--- src/sv/hee_pkg.sv ---
// Shared types and constants for the hex escape unescaper.
package hee_pkg;

    localparam logic [1:0] KIND_BYTE  = 2'd0;
    localparam logic [1:0] KIND_END   = 2'd1;
    localparam logic [1:0] KIND_ERROR = 2'd2;

    localparam logic [1:0] HEX_NONE  = 2'd0;
    localparam logic [1:0] HEX_FIRST = 2'd1;
    localparam logic [1:0] HEX_HELD  = 2'd2;

    localparam logic [7:0]  CHR_BSLASH  = 8'h5c;
    localparam logic [7:0]  CHR_X       = 8'h78;
    localparam logic [7:0]  CASE_BIT    = 8'h20;
    localparam logic [15:0] MAX_RESET   = 16'hffff;
    localparam int          RES_PER_ITEM = 3;

    typedef struct packed {
        logic [7:0] in_byte;
        logic       end_of_string;
    } t_in;

    typedef struct packed {
        logic [7:0]  out_byte;
        logic [1:0]  kind;
        logic [15:0] byte_count;
        logic        run_last;
    } t_out;

    // all results of one item; n counts the used entries (1..3)
    typedef struct packed {
        logic [1:0]                   n;
        t_out [RES_PER_ITEM-1:0]      res;
    } t_bundle;

endpackage

--- src/sv/hee_front.sv ---
// Front end: decodes each item against the escape state and builds its results.
module hee_front import hee_pkg::*; (
    input  logic        i_clk,
    input  logic        i_rst_n,
    input  logic        i_cfg_valid,
    input  logic [15:0] i_cfg_data,
    input  logic        i_in_valid,
    output logic        o_in_ready,
    input  t_in         i_in,
    input  logic        i_q_full,
    output logic        o_push,
    output t_bundle     o_bundle
);

    typedef struct packed {
        t_bundle     b;
        logic [15:0] cnt;
    } t_acc;

    logic        r_bp, n_bp;
    logic [1:0]  r_hp, n_hp;
    logic [3:0]  r_hn, n_hn;
    logic [15:0] r_cnt, n_cnt;
    logic        r_halt, n_halt;
    logic [15:0] r_max;
    t_acc        acc;
    logic        accept;

    function automatic t_acc f_put(t_acc a, logic [7:0] b, logic [1:0] k);
        t_acc r;
        r = a;
        r.b.res[a.b.n].out_byte   = b;
        r.b.res[a.b.n].kind       = k;
        r.b.res[a.b.n].byte_count = a.cnt;
        r.b.res[a.b.n].run_last   = 1'b0;
        r.b.n                     = a.b.n + 2'd1;
        return r;
    endfunction

    function automatic t_acc f_emit(t_acc a, logic [7:0] b, logic [15:0] mx);
        t_acc r;
        r = a;
        if (a.cnt < mx) begin
            r.cnt = a.cnt + 16'd1;
            r = f_put(r, b, KIND_BYTE);
        end
        return r;
    endfunction

    // {is hex digit, value}
    function automatic logic [4:0] f_hex(logic [7:0] c);
        logic [7:0] l;
        logic [7:0] d;
        l = c | CASE_BIT;
        d = c - 8'h30;
        if (c >= 8'h30 && c <= 8'h39) begin
            return {1'b1, d[3:0]};
        end else if (l >= 8'h61 && l <= 8'h66) begin
            d = l - 8'h57;
            return {1'b1, d[3:0]};
        end
        return 5'd0;
    endfunction

    assign o_in_ready = !i_q_full;
    assign accept     = i_in_valid && o_in_ready;

    always_comb begin
        logic [7:0] c;
        logic       eos;
        logic       err;
        logic [4:0] hv;
        c      = i_in.in_byte;
        eos    = i_in.end_of_string;
        err    = 1'b0;
        hv     = f_hex(c);
        acc    = '0;
        acc.cnt = r_cnt;
        n_bp   = r_bp;
        n_hp   = r_hp;
        n_hn   = r_hn;
        n_halt = r_halt;
        if (r_halt) begin
            if (eos) begin
                n_halt = 1'b0;
                n_bp   = 1'b0;
                n_hp   = HEX_NONE;
                n_hn   = 4'd0;
                acc.cnt = 16'd0;
            end
        end else begin
            if (r_cnt < r_max) begin
                if (r_bp) begin
                    n_bp = 1'b0;
                    if ((c | CASE_BIT) == CHR_X) begin
                        n_hp = HEX_FIRST;
                    end else if (c == CHR_BSLASH) begin
                        acc = f_emit(acc, CHR_BSLASH, r_max);
                    end else begin
                        acc = f_emit(acc, CHR_BSLASH, r_max);
                        acc = f_emit(acc, c, r_max);
                    end
                end else if (r_hp == HEX_FIRST) begin
                    if (!hv[4]) begin
                        err = 1'b1;
                        acc = f_put(acc, 8'd0, KIND_ERROR);
                        n_halt = !eos;
                        n_hp   = HEX_NONE;
                        if (eos) begin
                            n_hn    = 4'd0;
                            acc.cnt = 16'd0;
                        end
                    end else begin
                        n_hn = hv[3:0];
                        n_hp = HEX_HELD;
                    end
                end else if (r_hp == HEX_HELD) begin
                    n_hp = HEX_NONE;
                    if (hv[4]) begin
                        acc = f_emit(acc, {r_hn, hv[3:0]}, r_max);
                    end else begin
                        acc = f_emit(acc, {4'd0, r_hn}, r_max);
                        if (c == CHR_BSLASH) begin
                            n_bp = 1'b1;
                        end else begin
                            acc = f_emit(acc, c, r_max);
                        end
                    end
                end else begin
                    if (c == CHR_BSLASH) begin
                        n_bp = 1'b1;
                    end else begin
                        acc = f_emit(acc, c, r_max);
                    end
                end
            end
            if (eos && !err) begin
                if (n_bp) begin
                    acc = f_emit(acc, CHR_BSLASH, r_max);
                end
                if (n_hp == HEX_HELD) begin
                    acc = f_emit(acc, {4'd0, n_hn}, r_max);
                end
                acc = f_put(acc, 8'd0, KIND_END);
                acc.cnt = 16'd0;
                n_bp = 1'b0;
                n_hp = HEX_NONE;
                n_hn = 4'd0;
            end
        end
        n_cnt = acc.cnt;
        for (int i = 0; i < RES_PER_ITEM; i++) begin
            acc.b.res[i].run_last = (2'(i) == acc.b.n - 2'd1);
        end
    end

    assign o_bundle = acc.b;
    assign o_push   = accept && (acc.b.n != 2'd0);

    always_ff @(posedge i_clk) begin
        if (!i_rst_n) begin
            r_bp   <= 1'b0;
            r_hp   <= HEX_NONE;
            r_hn   <= 4'd0;
            r_cnt  <= 16'd0;
            r_halt <= 1'b0;
            r_max  <= MAX_RESET;
        end else begin
            if (i_cfg_valid) begin
                r_max <= i_cfg_data;
            end
            if (accept) begin
                r_bp   <= n_bp;
                r_hp   <= n_hp;
                r_hn   <= n_hn;
                r_cnt  <= n_cnt;
                r_halt <= n_halt;
            end
        end
    end

endmodule

--- src/sv/hee_fifo.sv ---
// Two-entry queue of result bundles between front and back.
module hee_fifo import hee_pkg::*; (
    input  logic    i_clk,
    input  logic    i_rst_n,
    input  logic    i_push,
    input  t_bundle i_data,
    input  logic    i_pop,
    output logic    o_full,
    output logic    o_empty,
    output t_bundle o_data
);

    t_bundle    r_mem [2];
    logic       r_wp;
    logic       r_rp;
    logic [1:0] r_cnt;

    assign o_full  = (r_cnt == 2'd2);
    assign o_empty = (r_cnt == 2'd0);
    assign o_data  = r_mem[r_rp];

    always_ff @(posedge i_clk) begin
        if (i_push) begin
            r_mem[r_wp] <= i_data;
        end
    end

    always_ff @(posedge i_clk) begin
        if (!i_rst_n) begin
            r_wp  <= 1'b0;
            r_rp  <= 1'b0;
            r_cnt <= 2'd0;
        end else begin
            if (i_push) begin
                r_wp <= !r_wp;
            end
            if (i_pop) begin
                r_rp <= !r_rp;
            end
            r_cnt <= r_cnt + {1'b0, i_push} - {1'b0, i_pop};
        end
    end

endmodule

--- src/sv/hee_back.sv ---
// Back end: hands out the results of the head bundle one result per cycle while i_out_ready is high.
module hee_back import hee_pkg::*; (
    input  logic    i_clk,
    input  logic    i_rst_n,
    input  logic    i_q_empty,
    input  t_bundle i_bundle,
    output logic    o_pop,
    output logic    o_out_valid,
    input  logic    i_out_ready,
    output t_out    o_out
);

    logic [1:0] r_idx;
    logic       take;
    logic       last;

    assign o_out_valid = !i_q_empty;
    assign o_out       = i_bundle.res[r_idx];
    assign take        = o_out_valid && i_out_ready;
    assign last        = (r_idx == i_bundle.n - 2'd1);
    assign o_pop       = take && last;

    always_ff @(posedge i_clk) begin
        if (!i_rst_n) begin
            r_idx <= 2'd0;
        end else if (take) begin
            r_idx <= last ? 2'd0 : r_idx + 2'd1;
        end
    end

endmodule

--- src/sv/hex_escape_unescaper.sv ---
// Top level of the backslash hex escape decoder.
//
//  channel  | valid        | ready        | payload
//  ---------+--------------+--------------+--------------------------
//  config   | i_cfg_valid  | o_cfg_ready  | i_cfg_data (byte limit)
//  input    | i_in_valid   | o_in_ready   | i_in  (t_in)
//  output   | o_out_valid  | i_out_ready  | o_out (t_out)
//
// An item is decoded in the cycle it is accepted; its 0..3 results land in a
// two-entry bundle queue and leave one per cycle while i_out_ready is high, so
// items of one result each run at one item per cycle. Input stalls only when
// the queue is full. Reset is synchronous, active low, and restores the limit
// to 65535. Config is always ready.
module hex_escape_unescaper import hee_pkg::*; (
    input  logic        i_clk,
    input  logic        i_rst_n,
    input  logic        i_cfg_valid,
    output logic        o_cfg_ready,
    input  logic [15:0] i_cfg_data,
    input  logic        i_in_valid,
    output logic        o_in_ready,
    input  t_in         i_in,
    output logic        o_out_valid,
    input  logic        i_out_ready,
    output t_out        o_out
);

    logic    q_full;
    logic    q_empty;
    logic    push;
    logic    pop;
    t_bundle front_bundle;
    t_bundle head_bundle;

    assign o_cfg_ready = 1'b1;

    hee_front u_front (
        .i_clk       (i_clk),
        .i_rst_n     (i_rst_n),
        .i_cfg_valid (i_cfg_valid),
        .i_cfg_data  (i_cfg_data),
        .i_in_valid  (i_in_valid),
        .o_in_ready  (o_in_ready),
        .i_in        (i_in),
        .i_q_full    (q_full),
        .o_push      (push),
        .o_bundle    (front_bundle)
    );

    hee_fifo u_fifo (
        .i_clk   (i_clk),
        .i_rst_n (i_rst_n),
        .i_push  (push),
        .i_data  (front_bundle),
        .i_pop   (pop),
        .o_full  (q_full),
        .o_empty (q_empty),
        .o_data  (head_bundle)
    );

    hee_back u_back (
        .i_clk       (i_clk),
        .i_rst_n     (i_rst_n),
        .i_q_empty   (q_empty),
        .i_bundle    (head_bundle),
        .o_pop       (pop),
        .o_out_valid (o_out_valid),
        .i_out_ready (i_out_ready),
        .o_out       (o_out)
    );

endmodule
--- config.mk ---
export PLATFORM = sky130hd
export DESIGN_NAME = hex_escape_unescaper
export DESIGN_NICKNAME = d
export VERILOG_FILES = /design/src/sv/hee_pkg.sv /design/src/sv/hee_front.sv /design/src/sv/hee_fifo.sv /design/src/sv/hee_back.sv /design/src/sv/hex_escape_unescaper.sv
export SDC_FILE = /design/constraint.sdc
export NUM_CORES = 1
export LEC_CHECK = 0
export ABC_CLOCK_PERIOD_IN_PS = 28900
export BUFFER_PORTS_ARGS = -buffer_cell sky130_fd_sc_hd__buf_2
export CAP_MARGIN = 20
export CORE_MARGIN = 2
export CORE_UTILIZATION = 45
export DETAILED_ROUTE_END_ITERATION = 8
export SYNTH_ARGS = -nofsm -noshare
export SYNTH_HDL_FRONTEND = slang
export SYNTH_HIERARCHICAL = 1
export SYNTH_SLANG_ARGS = --single-unit
export TNS_END_PERCENT = 1
--- constraint.sdc ---
create_clock -name i_clk -period 28.9 [get_ports i_clk]
set_input_delay 0 -clock i_clk [delete_from_list [all_inputs] [get_ports i_clk]]
set_output_delay 0 -clock i_clk [all_outputs]
set_load 0.03 [all_outputs]
==> results of run 1 <==
synth_stat cells (21+ instances only):
cell type	number	share of area, %
sky130_fd_sc_hd__a22oi_1	34	1.5
sky130_fd_sc_hd__nor2b_1	27	1.0
sky130_fd_sc_hd__nor2_1	122	2.7
sky130_fd_sc_hd__inv_1	62	1.4
sky130_fd_sc_hd__and3_1	21	0.78
sky130_fd_sc_hd__o21ai_1	29	0.86
sky130_fd_sc_hd__a211oi_1	27	1.2
sky130_fd_sc_hd__mux2_4	70	6.2
sky130_fd_sc_hd__xnor2_1	60	3.1
sky130_fd_sc_hd__buf_2	27	0.80
sky130_fd_sc_hd__clkbuf_1	66	1.5
sky130_fd_sc_hd__nand4_1	36	1.3
sky130_fd_sc_hd__a21oi_1	96	2.9
sky130_fd_sc_hd__nand2_1	179	4.0
sky130_fd_sc_hd__o211ai_1	44	2.0
sky130_fd_sc_hd__ha_1	80	5.9
sky130_fd_sc_hd__edfxtp_1	166	30
sky130_fd_sc_hd__and2_1	29	1.1
sky130_fd_sc_hd__mux2i_1	33	2.0
sky130_fd_sc_hd__dfxtp_1	47	5.6
sky130_fd_sc_hd__nor3_1	42	1.2
sky130_fd_sc_hd__nand3_1	38	1.1
sky130_fd_sc_hd__o21ai_0	86	2.6
sky130_fd_sc_hd__xor2_1	26	1.4
flip-flops by register name, indices dropped and copies added (netlist names), named ones only:
name	count
u_front/r_cnt	16
u_front/r_bp	1
u_fifo/r_wp	1
u_fifo/r_cnt	2
u_front/r_hn	4
u_fifo/r_rp	1
u_back/r_idx	2
u_fifo/r_mem	166
u_front/r_hp	2
u_front/r_halt	1
u_front/r_max	16
logic make-up (layout without fill, tap and decap cells):
group,after synthesis,after routing
buf+inv,192,243
xor+xnor,90,90
fa+ha+maj,81,81
compound gates,498,498
flops,213,213
mux,119,119
simple gates,593,593
other cells,2,5
routing by layer:
metal / global-route usage (%) / share of wire [%] / vias to the layer above
met1: 40.5 / 42 / 7278
met4: 13.5 / 5.0 / 0
li1: - / - / 6783
met5: 0 / 0 / -
met3: 3.76 / 7.8 / 159
met2: 47.7 / 45 / 766
power groups by stage:
stage / Combinational (W) / Clock [W] / Sequential (W)
finish: 0.000163 / 0.000307 / 0.000368
global route: 0.000175 / 0.000327 / 0.000370
global placement: 0.000154 / 0 / 0.000374
detailed placement: 0.000155 / 0 / 0.000375
floorplan: 0.000120 / 0 / 0.000367
CTS: 0.000162 / 0.000314 / 0.000369
timing repair:
| action | in CTS | in global routing |
|---|---|---|
| endpoints found under the setup margin | 0 | 0 |
| hold buffers | 54 | 0 |
| buffers inserted | 0 | 0 |
| endpoints found under the hold margin | 29 | 0 |
worst register-to-register path: cells and delay by family, from the launching register on:
family,cells,cell delay [ns]
AO/OA/AOI/OAI,15,4.30
AND/OR/NAND/NOR,12,3.43
adder cells (fa/ha/maj),5,1.90
XOR/XNOR,4,1.61
flip-flops,1,0.85
buffers and inverters,3,0.32
worst paths after layout:
kind | from | end | slack [ns] | depth (start not counted)
setup / recovery | u_front/r_cnt[0] | u_fifo/r_mem[0][51] | 16.37 | 39
hold / removal | i_out_ready | u_back/r_idx[1] | 0.01 | 4
setup reg to reg | u_front/r_cnt[0] | u_fifo/r_mem[0][51] | 16.37 | 39
hold reg to reg | u_fifo/r_rp | flop | 0.57 | 2
cell type report:
class,instances,area share (%)
tap,468,3.15
timing repair buffer,134,5.46
clock inverter,15,0.773
multi-input combinational,1386,53.9
clock buffer,29,3.50
inverter,65,1.32
sequential,213,31.9
through the flow:
step | power, W | std cells | utilization, % | setup slack (ns) | area (µm²)
detailed placement | 0.000530 | 2211 | 47.0 | 16.29 | 17200
global placement | 0.000528 | 2211 | 47.0 | 16.68 | 17200
CTS | 0.000844 | 2309 | 50.6 | 16.26 | 18600
finish | 0.000838 | 2310 | 50.7 | 16.37 | 18600
global route | 0.000872 | 2310 | 50.7 | 15.60 | 18600
floorplan | 0.000487 | 1791 | - | 16.23 | 16900
==> impl_metrics.xml, run 1 <==
<?xml version="1.0" encoding="UTF-8"?>
<metrics>
  <group name="global_route">
    <metric name="first_global_vias" unit="">13979</metric>
    <metric name="grt_pass1_wl" unit="µm">88000</metric>
    <metric name="antenna_found_initial" unit="">0</metric>
    <metric name="grt_start_max_net_pins" unit="">51</metric>
    <metric name="grt_use_total" unit="%">29.9</metric>
    <metric name="globalRouteOverflowTotal" unit="">0</metric>
  </group>
  <group name="yosys">
    <metric name="synth_cells" unit="">1788</metric>
    <metric name="synth.lib_cells_used.distinct" unit="">116</metric>
    <metric name="muxShareOfSynthArea" unit="%">9.27</metric>
    <metric name="ys_ff_latch" unit="">213</metric>
    <metric name="syn_avg_cell_area" unit="µm²">9.42</metric>
    <metric name="count_of_flip_flops_with_a_built_in_enable_after_synthesis" unit="">166</metric>
    <metric name="post_synth_instance_area" unit="µm²">16800</metric>
    <metric name="synthesis.yosys.warnings" unit="">6</metric>
    <metric name="synthSimpleGateAreaFrac" unit="%">18.2</metric>
    <metric name="share_of_synthesized_registers_carrying_an_async_set_or_reset" unit="%">0</metric>
    <metric name="synth-compound-area-share" unit="%">20.9</metric>
    <metric name="synth_flop_cell" unit="">sky130_fd_sc_hd__edfxtp_1</metric>
    <metric name="yosys.area_share.xor_xnor" unit="%">4.96</metric>
    <metric name="synth_top_family_by_area" unit="">compound AO/OA/AOI/OAI gates</metric>
    <metric name="synthAdderAreaFrac" unit="%">6.00</metric>
    <metric name="sequential_cell_area_fraction_in_the_yosys_report" unit="%">35.2</metric>
  </group>
  <group name="clocking">
    <metric name="cts-root-buf" unit="">sky130_fd_sc_hd__clkbuf_16</metric>
    <metric name="cts_buffers" unit="">25</metric>
    <metric name="cts_clk_pin_slew_worst_paths" unit="ns">0.06</metric>
    <metric name="cts_tree" unit="">done</metric>
    <metric name="post_cts_resized" unit="">0</metric>
    <metric name="clock_sinks" unit="">213</metric>
    <metric name="cts_buffer_depth" unit="">3</metric>
    <metric name="cts_max_level" unit="">1</metric>
    <metric name="clock_insertion_delay_worst_skew" unit="ns">0.53</metric>
  </group>
  <group name="cells_and_area">
    <metric name="flow.area_growth_from_synthesis" unit="%">10.4</metric>
    <metric name="filler_cell_count" unit="">3406</metric>
    <metric name="insertedDiodeCount" unit="">0</metric>
    <metric name="multiInputGateArea" unit="µm²">10000</metric>
    <metric name="commonest_non_fill_non_tap_cell_in_the_layout" unit="">sky130_fd_sc_hd__nand2_1</metric>
    <metric name="final_net_count" unit="">1935</metric>
    <metric name="sequential_cell_area" unit="µm²">5930</metric>
    <metric name="mostFrequentLayoutCells" unit="">179 x sky130_fd_sc_hd__nand2_1, 166 x sky130_fd_sc_hd__edfxtp_1, 121 x sky130_fd_sc_hd__nor2_1</metric>
    <metric name="layout-drive-gt1-share" unit="%">14.7</metric>
  </group>
  <group name="die">
    <metric name="die_height" unit="µm">197</metric>
    <metric name="boundaryPins" unit="">60</metric>
    <metric name="start_util" unit="%">45.9</metric>
    <metric name="fp.dieArea" unit="µm²">39000</metric>
    <metric name="num_rows" unit="">70</metric>
    <metric name="core_region_area" unit="µm²">36700</metric>
    <metric name="die_w" unit="µm">197</metric>
  </group>
  <group name="drt">
    <metric name="drt-total-wl" unit="µm">58900</metric>
    <metric name="route.vias.total" unit="">14986</metric>
    <metric name="drt_pass1_iterations" unit="">6</metric>
    <metric name="final_antenna_net_count" unit="">0</metric>
    <metric name="drt-initial-drc-count" unit="">1416</metric>
    <metric name="drcViolationCount" unit="">0</metric>
    <metric name="post_drt_via_cell_ratio" unit="">6.49</metric>
    <metric name="post_drt_wl_per_cell" unit="µm">25.5</metric>
  </group>
  <group name="sta">
    <metric name="post_layout_minimum_cycle_time" unit="ns">12.53</metric>
    <metric name="achievable_frequency" unit="MHz">79.8</metric>
    <metric name="setup_viol" unit="">0</metric>
    <metric name="tns" unit="ns">0</metric>
    <metric name="finalClockSkew" unit="ns">0.0154</metric>
    <metric name="worstMarginPinSlew" unit="ns">1.15</metric>
    <metric name="slew_headroom" unit="%">23.0</metric>
    <metric name="fin_worst_hold_slack" unit="ns">0.0148</metric>
    <metric name="report.final.hold_viol_count" unit="">0</metric>
    <metric name="rsz0062_at_grt" unit="">false</metric>
    <metric name="slew_violations" unit="">0</metric>
    <metric name="final_min_period_over_clock_period" unit="%">43.4</metric>
  </group>
  <group name="placed_design">
    <metric name="final_wtd_congestion" unit="">0.997</metric>
    <metric name="io_buffer_count" unit="">58</metric>
    <metric name="detailed_place_hpwl" unit="µm">43500</metric>
  </group>
  <group name="critical_path">
    <metric name="worst_path_max_delay_cell" unit="">sky130_fd_sc_hd__nor2_1</metric>
    <metric name="cp_max_fo" unit="">23</metric>
    <metric name="slowest_delay" unit="ns">0.87</metric>
    <metric name="timing_worst_setup_path_type" unit="">reg -&gt; reg</metric>
    <metric name="timing.critical_path.required" unit="ns">29.29</metric>
    <metric name="worstSetupEndpointType" unit="">flop</metric>
    <metric name="worst_path_dominant_cell_family" unit="">compound AO/OA/AOI/OAI gates</metric>
    <metric name="setup.worst_path.start_class" unit="">flop</metric>
    <metric name="critical_path.n_buffers_inverters" unit="">3</metric>
    <metric name="worst-endpoint-arrival" unit="ns">12.92</metric>
    <metric name="crit_path_frequent_cell" unit="">sky130_fd_sc_hd__ha_1</metric>
  </group>
  <group name="status">
    <metric name="outcome" unit="">completed</metric>
  </group>
  <group name="pwr">
    <metric name="power.share.combinational" unit="%">19.5</metric>
    <metric name="power.switching_fraction" unit="%">28.3</metric>
    <metric name="intPower" unit="W">0.000601</metric>
    <metric name="power_density" unit="nW/µm²">45.1</metric>
    <metric name="max-vdd-ir-drop" unit="V">0.0000361</metric>
    <metric name="switching_power" unit="W">0.000238</metric>
    <metric name="share_seq_of_total_power" unit="%">43.9</metric>
    <metric name="p_leak" unit="nW">7.02</metric>
    <metric name="clkPwrFrac" unit="%">36.6</metric>
  </group>
  <group name="worst_hold_path">
    <metric name="min-delay-path-class" unit="">in -&gt; reg</metric>
  </group>
  <group name="job">
    <metric name="timing.max_cap.violations" unit="">0</metric>
  </group>
</metrics>
No activity file was read; power rests on OpenSTA's default activity.
==> run 2, diff against run 1 <==
--- a/config.mk
+++ b/config.mk
@@ -5,7 +5,7 @@
 export SDC_FILE = /design/constraint.sdc
 export NUM_CORES = 1
 export LEC_CHECK = 0
-export ABC_CLOCK_PERIOD_IN_PS = 28900
+export ABC_CLOCK_PERIOD_IN_PS = 12300
 export BUFFER_PORTS_ARGS = -buffer_cell sky130_fd_sc_hd__buf_2
 export CAP_MARGIN = 20
 export CORE_MARGIN = 2
==> constraint.sdc (replaced) <==
create_clock -name i_clk -period 12.3 [get_ports i_clk]
set_input_delay 0 -clock i_clk [delete_from_list [all_inputs] [get_ports i_clk]]
set_output_delay 0 -clock i_clk [all_outputs]
set_load 0.03 [all_outputs]
==> impl_metrics.xml, run 2 (synthesis gave the netlist of run 1 again) <==
<?xml version="1.0" encoding="UTF-8"?>
<metrics>
  <group name="sta">
    <metric name="rsz0062_at_grt" unit="">false</metric>
    <metric name="final_min_period_over_clock_period" unit="%">92.3</metric>
    <metric name="slew_headroom" unit="%">27.8</metric>
    <metric name="slew_violations" unit="">0</metric>
    <metric name="post_layout_minimum_cycle_time" unit="ns">11.35</metric>
    <metric name="report.final.hold_viol_count" unit="">0</metric>
    <metric name="worstMarginPinSlew" unit="ns">1.07</metric>
    <metric name="achievable_frequency" unit="MHz">88.1</metric>
    <metric name="post-route-worst-setup-slack" unit="ns">0.946</metric>
    <metric name="setup_viol" unit="">0</metric>
    <metric name="tns" unit="ns">0</metric>
    <metric name="finalClockSkew" unit="ns">0.0262</metric>
  </group>
  <group name="cells_and_area">
    <metric name="commonest_non_fill_non_tap_cell_in_the_layout" unit="">sky130_fd_sc_hd__nand2_1</metric>
    <metric name="post_layout_nonfiller_instances" unit="">2341</metric>
    <metric name="max_reg_flops" unit="">166</metric>
    <metric name="multiInputGateArea" unit="µm²">10000</metric>
    <metric name="largest_register" unit="">u_fifo/r_mem</metric>
    <metric name="final_net_count" unit="">1964</metric>
    <metric name="sequential_cell_area" unit="µm²">5930</metric>
    <metric name="layout-drive-gt1-share" unit="%">15.9</metric>
    <metric name="largest_registers" unit="">u_fifo/r_mem (166), u_front/r_cnt (16), u_front/r_max (16)</metric>
    <metric name="flow.area_growth_from_synthesis" unit="%">12.2</metric>
    <metric name="filler_cell_count" unit="">3393</metric>
    <metric name="insertedDiodeCount" unit="">0</metric>
    <metric name="mostFrequentLayoutCells" unit="">179 x sky130_fd_sc_hd__nand2_1, 166 x sky130_fd_sc_hd__edfxtp_1, 121 x sky130_fd_sc_hd__nor2_1</metric>
  </group>
  <group name="global_route">
    <metric name="grt_use_total" unit="%">31.5</metric>
    <metric name="globalRouteOverflowTotal" unit="">0</metric>
    <metric name="first_global_vias" unit="">14217</metric>
    <metric name="grt_pass1_wl" unit="µm">92200</metric>
    <metric name="grt_start_max_net_pins" unit="">65</metric>
    <metric name="antenna_found_initial" unit="">1</metric>
  </group>
  <group name="drt">
    <metric name="route.vias.total" unit="">15022</metric>
    <metric name="drt-initial-drc-count" unit="">1824</metric>
    <metric name="drt_pass1_iterations" unit="">8</metric>
    <metric name="drcViolationCount" unit="">0</metric>
    <metric name="post_drt_wl_per_cell" unit="µm">26.3</metric>
    <metric name="final_antenna_net_count" unit="">0</metric>
    <metric name="post_drt_via_cell_ratio" unit="">6.42</metric>
    <metric name="drt-total-wl" unit="µm">61600</metric>
  </group>
  <group name="critical_path">
    <metric name="cp_max_fo" unit="">15</metric>
    <metric name="worst_setup_path_endpoint" unit="">u_fifo/r_mem[1][4]</metric>
    <metric name="worst_r2r_endpoint" unit="">u_fifo/r_mem[1][4]</metric>
    <metric name="worst_setup_startpoint" unit="">u_front/r_cnt[2]</metric>
    <metric name="setup.worst_path.start_class" unit="">flop</metric>
    <metric name="worst_reg_to_reg_setup_slack" unit="ns">0.95</metric>
    <metric name="reg2reg_depth" unit="">35</metric>
    <metric name="slowest_delay" unit="ns">0.72</metric>
    <metric name="timing.critical_path.required" unit="ns">12.62</metric>
    <metric name="reg2reg_launch_point" unit="">u_front/r_cnt[2]</metric>
    <metric name="worst-endpoint-arrival" unit="ns">11.67</metric>
    <metric name="crit_path_frequent_cell" unit="">sky130_fd_sc_hd__a21oi_1</metric>
    <metric name="worst_path_max_delay_cell" unit="">sky130_fd_sc_hd__dfxtp_1</metric>
    <metric name="worstSetupEndpointType" unit="">flop</metric>
    <metric name="timing_worst_setup_path_type" unit="">reg -&gt; reg</metric>
  </group>
  <group name="die">
    <metric name="die_w" unit="µm">197</metric>
    <metric name="num_rows" unit="">70</metric>
    <metric name="die_height" unit="µm">197</metric>
    <metric name="start_util" unit="%">45.9</metric>
    <metric name="boundaryPins" unit="">60</metric>
    <metric name="fp.dieArea" unit="µm²">39000</metric>
    <metric name="core_region_area" unit="µm²">36700</metric>
  </group>
  <group name="pwr">
    <metric name="max-vdd-ir-drop" unit="V">0.0000979</metric>
    <metric name="p_leak" unit="nW">7.18</metric>
    <metric name="power_density" unit="nW/µm²">107</metric>
  </group>
  <group name="clocking">
    <metric name="clock_sinks" unit="">213</metric>
    <metric name="cts_clk_pin_slew_worst_paths" unit="ns">0.06</metric>
    <metric name="post_cts_setup_repair_buffer_count" unit="">0</metric>
    <metric name="cts_tree" unit="">done</metric>
    <metric name="cts_buffer_depth" unit="">3</metric>
    <metric name="clock_insertion_delay_worst_skew" unit="ns">0.56</metric>
    <metric name="cts-root-buf" unit="">sky130_fd_sc_hd__clkbuf_16</metric>
    <metric name="cts_max_level" unit="">1</metric>
    <metric name="cts_buffers" unit="">25</metric>
  </group>
  <group name="placed_design">
    <metric name="detailed_place_hpwl" unit="µm">45600</metric>
    <metric name="dp_slack" unit="ns">1.11</metric>
    <metric name="io_buffer_count" unit="">58</metric>
    <metric name="place_inst" unit="">2239</metric>
    <metric name="final_wtd_congestion" unit="">1.01</metric>
  </group>
  <group name="status">
    <metric name="outcome" unit="">completed</metric>
  </group>
  <group name="job">
    <metric name="timing.max_cap.violations" unit="">0</metric>
  </group>
  <group name="worst_hold_path">
    <metric name="min-delay-path-class" unit="">in -&gt; reg</metric>
  </group>
</metrics>
[run 2: cell types whose count changed in the layout (fill, tap and decap cells not counted), moves of 2 or more]
cell                            previous run  this run
sky130_fd_sc_hd__buf_4                    21        45
sky130_fd_sc_hd__buf_12                    0         3
sky130_fd_sc_hd__inv_6                     3         1
sky130_fd_sc_hd__dlygate4sd3_1            54        56
sky130_fd_sc_hd__bufinv_16                 2         4
[run 2: worst max-delay path: cells and delay by family (launching register included)]
family | cells | cell delay, ns
and+or+nand+nor | 11 | 2.98
adders and majority gates | 4 | 1.70
DFF | 1 | 0.72
AOI/OAI and AO/OA | 15 | 4.11
buffers and inverters | 1 | 0.26
xor gates and xnor gates | 4 | 1.33
[run 2: cell type report]
cell class,count,area share [%]
repair buffers,163,6.75
clock buffers,29,3.39
inverters,65,1.30
flip-flops and latches,213,31.4
well taps,468,3.10
multi-input cells,1386,53.1
clock inverters,17,1.05
[run 2: routing by layer]
metal	vias to the layer above	part of all wire [%]	GRT usage [%]
li1	6832	-	-
met1	7299	43	42.4
met2	742	45	50.7
met3	149	7.8	5.11
met4	0	4.4	12.4
met5	-	0	0
[run 2: how the worst min path moves through the flow]
stage | endpoint | slack, ns | cells past startpoint | from
4_1_cts | u_front/r_halt | 0.004 | 3 | i_in_valid
3_3_place_gp | u_front/r_max[0] | 0.21 | 3 | i_cfg_data[0]
3_5_place_dp | u_front/r_max[2] | 0.22 | 3 | i_cfg_data[2]
5_1_grt | u_front/r_halt | 0.05 | 3 | i_in_valid
6_report | u_front/r_halt | 0.02 | 3 | i_in_valid
2_1_floorplan | u_fifo/r_wp | 0.12 | 1 | i_rst_n
[run 2: timing repair]
item / 4_1_cts / 5_1_grt
gates resized for setup: 0 / 1
endpoints found under the hold margin: 33 / 0
setup endpoints to repair: 0 / 2
hold buffers: 56 / 0
[run 2: power breakdown]
part / total, W / switching [W] / internal (W) / leakage [nW]
Combinational: 0.000400 / 0.000241 / 0.000159 / 4.84
Sequential: 0.000853 / 0.0000209 / 0.000832 / 1.95
Clock: 0.000765 / 0.000308 / 0.000457 / 0.399
Total: 0.00202 / 0.000570 / 0.00145 / 7.18
[run 2: stage by stage]
| stage | hold slack, ns | util, % | total power (W) | instance area (µm²) |
|---|---|---|---|---|
| 2_1_floorplan | 0.118 | - | 0.00114 | 16900 |
| 3_3_place_gp | 0.214 | 47.6 | 0.00125 | 17500 |
| 3_5_place_dp | 0.221 | 47.7 | 0.00125 | 17500 |
| 4_1_cts | 0.00355 | 51.5 | 0.00204 | 18900 |
| 5_1_grt | 0.0507 | 51.5 | 0.00209 | 18900 |
| 6_report | 0.0233 | 51.5 | 0.00202 | 18900 |
